$ cat src/gbs_pkg.sv
// shared types and constants for the greedy box suppression block
package gbs_pkg;

  localparam int unsigned CoordW  = 16;
  localparam int unsigned SizeW   = 15;
  localparam int unsigned ThreshW = 16;
  localparam int unsigned NumW    = 10;
  localparam logic [ThreshW-1:0] ThreshReset = 16'd29491;

  // one box as it travels through the block
  typedef struct packed {
    logic signed [CoordW-1:0] left;
    logic signed [CoordW-1:0] top;
    logic [SizeW-1:0]         width;
    logic [SizeW-1:0]         height;
  } box_t;

  // word from the front part to the back part
  typedef struct packed {
    logic            frame_start;
    box_t            box;
    logic [NumW-1:0] number;
  } job_t;

  // back part sequencer states
  typedef enum logic [3:0] {
    StIdle = 4'b0001,
    StScan = 4'b0010,
    StDone = 4'b0100,
    StOut  = 4'b1000
  } state_e;

endpackage

$ cat src/gbs_front.sv
// front part: accepts boxes, numbers them within the frame, queues them
module gbs_front import gbs_pkg::*; #(
  parameter int unsigned NumLimit = 1023
) (
  input  logic clk_i,
  input  logic rst_ni,
  input  logic in_valid_i,
  output logic in_ready_o,
  input  logic frame_start_i,
  input  box_t box_i,
  output logic job_valid_o,
  input  logic job_ready_i,
  output job_t job_o
);

  logic [NumW-1:0] cnt_q, cnt_d, num;
  job_t q_mem_q [2];
  logic wp_q, rp_q;
  logic [1:0] fill_q;
  logic push, pop;

  assign in_ready_o  = (fill_q != 2'd2);
  assign push        = in_valid_i && in_ready_o;
  assign job_valid_o = (fill_q != 2'd0);
  assign pop         = job_valid_o && job_ready_i;
  assign job_o       = q_mem_q[rp_q];

  // box number, restarts at frame start, saturates
  always_comb begin
    num   = frame_start_i ? '0 : cnt_q;
    cnt_d = cnt_q;
    if (push) begin
      cnt_d = (num < NumW'(NumLimit)) ? num + 1'b1 : num;
    end
  end

  // two entry queue toward the back part
  always_ff @(posedge clk_i or negedge rst_ni) begin
    if (!rst_ni) begin
      cnt_q  <= '0;
      wp_q   <= 1'b0;
      rp_q   <= 1'b0;
      fill_q <= '0;
    end else begin
      cnt_q <= cnt_d;
      if (push) wp_q <= ~wp_q;
      if (pop) rp_q <= ~rp_q;
      fill_q <= fill_q + {1'b0, push} - {1'b0, pop};
    end
  end

  always_ff @(posedge clk_i) begin
    if (push) begin
      q_mem_q[wp_q] <= '{frame_start: frame_start_i, box: box_i, number: num};
    end
  end

  // queue never overflows or underflows
  assert property (@(posedge clk_i) disable iff (!rst_ni) fill_q <= 2'd2)
    else $error("queue fill out of range");
  assert property (@(posedge clk_i) disable iff (!rst_ni)
    (fill_q == 2'd0) |-> !pop) else $error("pop from empty queue");
  assert property (@(posedge clk_i) disable iff (!rst_ni)
    (push && !frame_start_i && cnt_q < NumW'(NumLimit)) |=> cnt_q == $past(cnt_q) + 1'b1)
    else $error("box counter did not advance");

endmodule

$ cat config.mk
export PLATFORM = sky130hd
export DESIGN_NAME = gbs_front
export DESIGN_NICKNAME = d
export VERILOG_FILES = /design/src/gbs_pkg.sv /design/src/gbs_front.sv
export SDC_FILE = /design/constraint.sdc
export NUM_CORES = 1
export LEC_CHECK = 0
export BUFFER_PORTS_ARGS = -buffer_cell sky130_fd_sc_hd__buf_4
export CAP_MARGIN = 20
export CORE_MARGIN = 2
export CORE_UTILIZATION = 30
export CTS_BUF_LIST = sky130_fd_sc_hd__clkbuf_16
export CTS_CLUSTER_DIAMETER = 30
export CTS_CLUSTER_SIZE = 16
export DETAILED_ROUTE_END_ITERATION = 16
export RECOVER_POWER = 50
export SLEW_MARGIN = 40
export SYNTH_ARGS = -nofsm -noshare
export SYNTH_HDL_FRONTEND = slang
export SYNTH_SLANG_ARGS = --single-unit
$ cat constraint.sdc
create_clock -name clk_i -period 4.3 [get_ports clk_i]
set_input_delay 0.86 -clock clk_i [delete_from_list [all_inputs] [get_ports clk_i]]
set_output_delay 0.86 -clock clk_i [all_outputs]
set_load 0.05 [all_outputs]
# [Yosys cells after proc, flatten, opt, wreduce, memory -nomap -nowiden]
# Memories as Yosys holds them, arrays and structs flattened.
# Cells that the tools add are included.
[classes] add_sub_neg=3 multipliers=0 n_div=0 order_cmp=1 n_eq_ne=1 shifts=0 mux=4 bitwise_logic=2 reduce_logical=3
[op_table] cell="10-bit 2-to-1 mux" count=2
[op_table] cell="10-bit by 1-bit adder with 10-bit output, second input constant" count=1
[op_table] cell="10-bit less-than comparator, second input constant" count=1
[op_table] cell="2-bit by 1-bit adder with 2-bit output" count=1
[op_table] cell="1-bit logical AND" count=2
[op_table] cell="1-bit 2-to-1 mux" count=2
[op_table] cell="2-bit inequality test, second input constant" count=1
[op_table] cell="1-bit NOT" count=2
[op_table] cell="2-bit nonzero test" count=1
[op_table] cell="2-bit by 1-bit subtractor with 2-bit output" count=1
[word_totals] reg_bits=14 latchBits=0 mem_bits_rw=146 rom_bits=0 in_bits=67 out_inout_bits=75 word_cells=19 memories=1
[memory_table] memory="q_mem_q" depth=2 width=73 read_ports=1 rd_clocked_by_memory_dff=0 wr=1 line_no="gbs_front.sv:17" source="job_t q_mem_q [2];"

# [Depth between registers and ports, before layout]
[depth] ltp_word=4 depth_mapped=10

# [Worst setup path before layout]
# Ideal clock, no wire load.
[synth_timing] path_type="register to register" from="reg fill_q[0]" to="mem q_mem_q[0][0] (netlist bit), enable pin" setup_ps=504 arrival_time_ps=4436 required_ps=3796 setup_slack_ps=-641 stages_incl_launch_ff=7 path_buffers=2 cell_sequence="dfrtp_1 > nand2b_1 > and2_1 > buf_2 > inv_2 > buf_2 > nor2_1"
[synth_via] elab_chain_cells=4
[synth_lines] element="start, declared" line_no="gbs_front.sv:19" source="logic [1:0] fill_q;"
[synth_lines] element="start signal, assigned" line_no="gbs_front.sv:48" source="fill_q <= fill_q + {1'b0, push} - {1'b0, pop};"
[synth_lines] element="2-bit inequality test" line_no="gbs_front.sv:22" source="assign in_ready_o = (fill_q != 2'd2);"
[synth_lines] element="named net in_ready_o" line_no="gbs_front.sv:8" source="output logic in_ready_o,"
[synth_lines] element="1-bit logical AND" line_no="gbs_front.sv:23" source="assign push = in_valid_i && in_ready_o;"
[synth_lines] element="1-bit 2-to-1 mux" line_no="gbs_front.sv:53" source="if (push) begin"
[synth_lines] element="1-bit 2-to-1 mux (not written as such)" line_no="gbs_front.sv:54" source="q_mem_q[wp_q] <= '{frame_start: frame_start_i, box: box_i, number: num};"
[synth_lines] element="end, declared" line_no="gbs_front.sv:17"
# The timed path passes the listed nets, and every way through them passes these cells.

==> reports/metrics.cfg <==
[status]
status = complete, but fails checks
violations = max-capacitance violations, max-slew violations

[pwr]
internal_power_mw = 3.894
peakVddDrop_mv = 0.5613
power_switching_mw = 2.511
powerDensity_mw_per_mm2 = 795.9
comb_power_share_pct = 40.2
clkPwrFrac_pct = 24.1
swShare_pct = 39.21
seq_power_share_pct = 35.7
power.leakage_nw = 2.937

[worst_setup_path]
required_ns = 3.44
critPathMaxFanout = 41
r2r_start = fill_q[1]$_DFF_PN0_
path_class = reg2out
end_kind = primary output
arrival_ns = 2.09
cp-startpoint = rp_q$_DFFE_PN0P_
worstSetupStartpointType = flop

[die]
start_util_pct = 30.38
die_area_mm2 = 0.02158
ios = 142
dieWidth_um = 146.9
num_rows = 52
dieHeight_um = 146.9
core_area_mm2 = 0.02017

[placed_design]
port_buffers = 141
hpwl_mm = 7.603
gp_congestion = 0.7784
dpl_cell_area_mm2 = 0.007551

[sta]
timing.fmax_mhz = 338.8
setup_viol = 0
min_period_over_period_pct = 68.65
tightest_slew_ns = 2.106
relSlewSlack_pct = -40.41
drv_slew = 74
finClkSkew_ns = 0.01366
hold_violations = 0
rsz0062_at_grt = no
layout_min_cycle_time_ns = 2.952
finalSetupTns_ns = 0

[logic_synthesis]
yosys_warnings = 0
postSynth.asyncResetShare_pct = 8.750
synth_ff_type = edfxtp_1
synthDistinctLibCells = 43
netlist_area_mm2 = 0.006127
syn_nets = 387
synth_edf_count = 146
syn_inst = 317
yosysSeqAreaShare_pct = 77.27
ys_seq_elements = 160
avgSynthCellArea_um2 = 19.33

[global_routing]
antenna_found_initial = 0
grtUsageTotal_pct = 11.28
grt_pass1_vias = 3496
grt_max_degree = 42
grt_pass1_wl_mm = 18.72
gr-total-overflow = 0

[clocking]
clk_pin_slew_ns = 0.06
cts_buffers = 17
clk_path_buf_depth = 2
root_buffer = clkbuf_16
clk_latency_ns = 0.42
hold_buffers = 0
clkSinkCount = 160
cts_tree = built
cts_setup_buffers = 0
cts-resized-gates = 0
cts_max_level = 4

[final_layout]
fin_nets = 539
insertedDiodeCount = 0
fillers = 1875
areaGrowthSynthToFinish_pct = 31.35
drive_gt1_share_pct = 49.59
design_area_mm2 = 0.008048

[worst_hold_path]
hp-class = in2async

[drt]
drt-initial-drc-count = 135
firstDrtPassIters = 6
wl_per_cell_um = 15.79
postRouteAntennaNets = 0
avgViaCountPerCell = 4.426
drcViolationCount = 0
routed_wl_mm = 11.87
vias = 3328

[run]
drv_cap = 2

==> per-layer routing <==
layer  part of all wire, %  GRT usage (%)  vias to the layer above
met5                     0              0                        -
li1                      -              -                     1561
met2                    51          19.30                       85
met3                   4.3          3.602                       14
met1                    43          13.28                     1668
met4                   1.4          4.375                        0
==> stage by stage <==
step                      power [mW]  util [%]  setup slack [ns]  hold slack, ns  instances
after floorplan                4.158         -            0.5923          0.4788        317
after global placement         4.890     37.14             1.652          0.4951        717
after detailed placement       4.963     37.44             1.623          0.5233        720
after CTS                      6.533     40.45             1.274          0.2697        752
after global routing           6.682     39.90             1.242          0.5613        752
final                          6.405     39.90             1.348          0.5115        752
==> cell usage in the layout, fill, tap and decap left out, drive strengths merged, types with 3 or more instances in the layout <==
master	Yosys	routed
a31oi	3	3
and2	3	3
and3	3	3
buf	5	81
bufinv	0	3
clkbuf	8	82
clkinv	0	4
clkinvlp	0	4
dfrtp	14	14
edfxtp	146	146
ha	3	3
inv	2	6
mux2	74	74
nand2	6	6
nor2	4	4
nor2b	11	11
nor3	3	3
xnor2	3	3
==> synthesized netlist by cell type (2+ instances only) <==
cell      number  area share, %
nand4b_1       2           0.29
nor3_1         3           0.24
nand2_1        6           0.37
a31oi_1        3           0.31
clkbuf_1       8           0.49
and2_1         3           0.31
a41oi_1        2           0.29
xnor2_1        3           0.43
nor2_1         4           0.24
buf_2          3           0.24
nand3_1        2           0.16
and3_1         2           0.20
edfxtp_1     146             72
nor2b_1       10            1.0
mux2_2        74             14
ha_1           3           0.61
xor2_1         2           0.29
a221o_1        2           0.33
nor4_1         2           0.20
dfrtp_1       14            5.7
==> path summary, 6_finish.rpt <==
path / cells past startpoint / slack, ns / endpoint
min reg2reg: 1 / 0.53 / fill_q[0]$_DFF_PN0_
max: 3 / 1.35 / job_o[30]
max reg2reg: 3 / 1.57 / q_mem_q[1][13]$_DFFE_PP_
max in group asynchronous: 1 / 3.18 / rp_q$_DFFE_PN0P_
min: 1 / 0.51 / wp_q$_DFFE_PN0N_
min in group clk_i: 1 / 0.53 / fill_q[0]$_DFF_PN0_
==> power by group through the flow <==
stage | Clock [mW] | Sequential [mW] | Combinational, mW
after floorplan | 0 | 2.23 | 1.93
after global placement | 0 | 2.38 | 2.51
after detailed placement | 0 | 2.31 | 2.65
after CTS | 1.59 | 2.29 | 2.66
after global routing | 1.65 | 2.33 | 2.70
final | 1.54 | 2.29 | 2.58
==> state kept, by name, indices dropped and copies added, names as in the netlist <==
name and cells:
wp_q 1, q_mem_q 146, fill_q 2, cnt_q 10, rp_q 1
==> worst max-delay path, cell delays in order, from the launching register on <==
cell and delay [ns]:
dfrtp_4 0.75, buf_12 0.30, mux2_2 0.38, buf_4 0.19
==> kinds of logic after synthesis <==
family	after synthesis	synth area share, %
xor+xnor	5	0.7149
mux	74	13.60
compound gates	18	2.389
fa+ha+maj	3	0.6127
simple gates	42	4.248
flops	160	77.27
buf+inv	15	1.164
==> area by class of cell <==
| cell class | count | area [µm²] | share of cell area, % |
|---|---|---|---|
| inverter | 2 | 7.507 | 0.09328 |
| timing repair buffer | 146 | 1030 | 12.80 |
| sequential | 160 | 4738 | 58.88 |
| clock buffer | 17 | 425.4 | 5.286 |
| tap | 270 | 337.8 | 4.198 |
| multi-input combinational | 142 | 1326 | 16.48 |
| clock inverter | 15 | 182.7 | 2.270 |
Note: power is estimated with default switching activity, not from simulation.
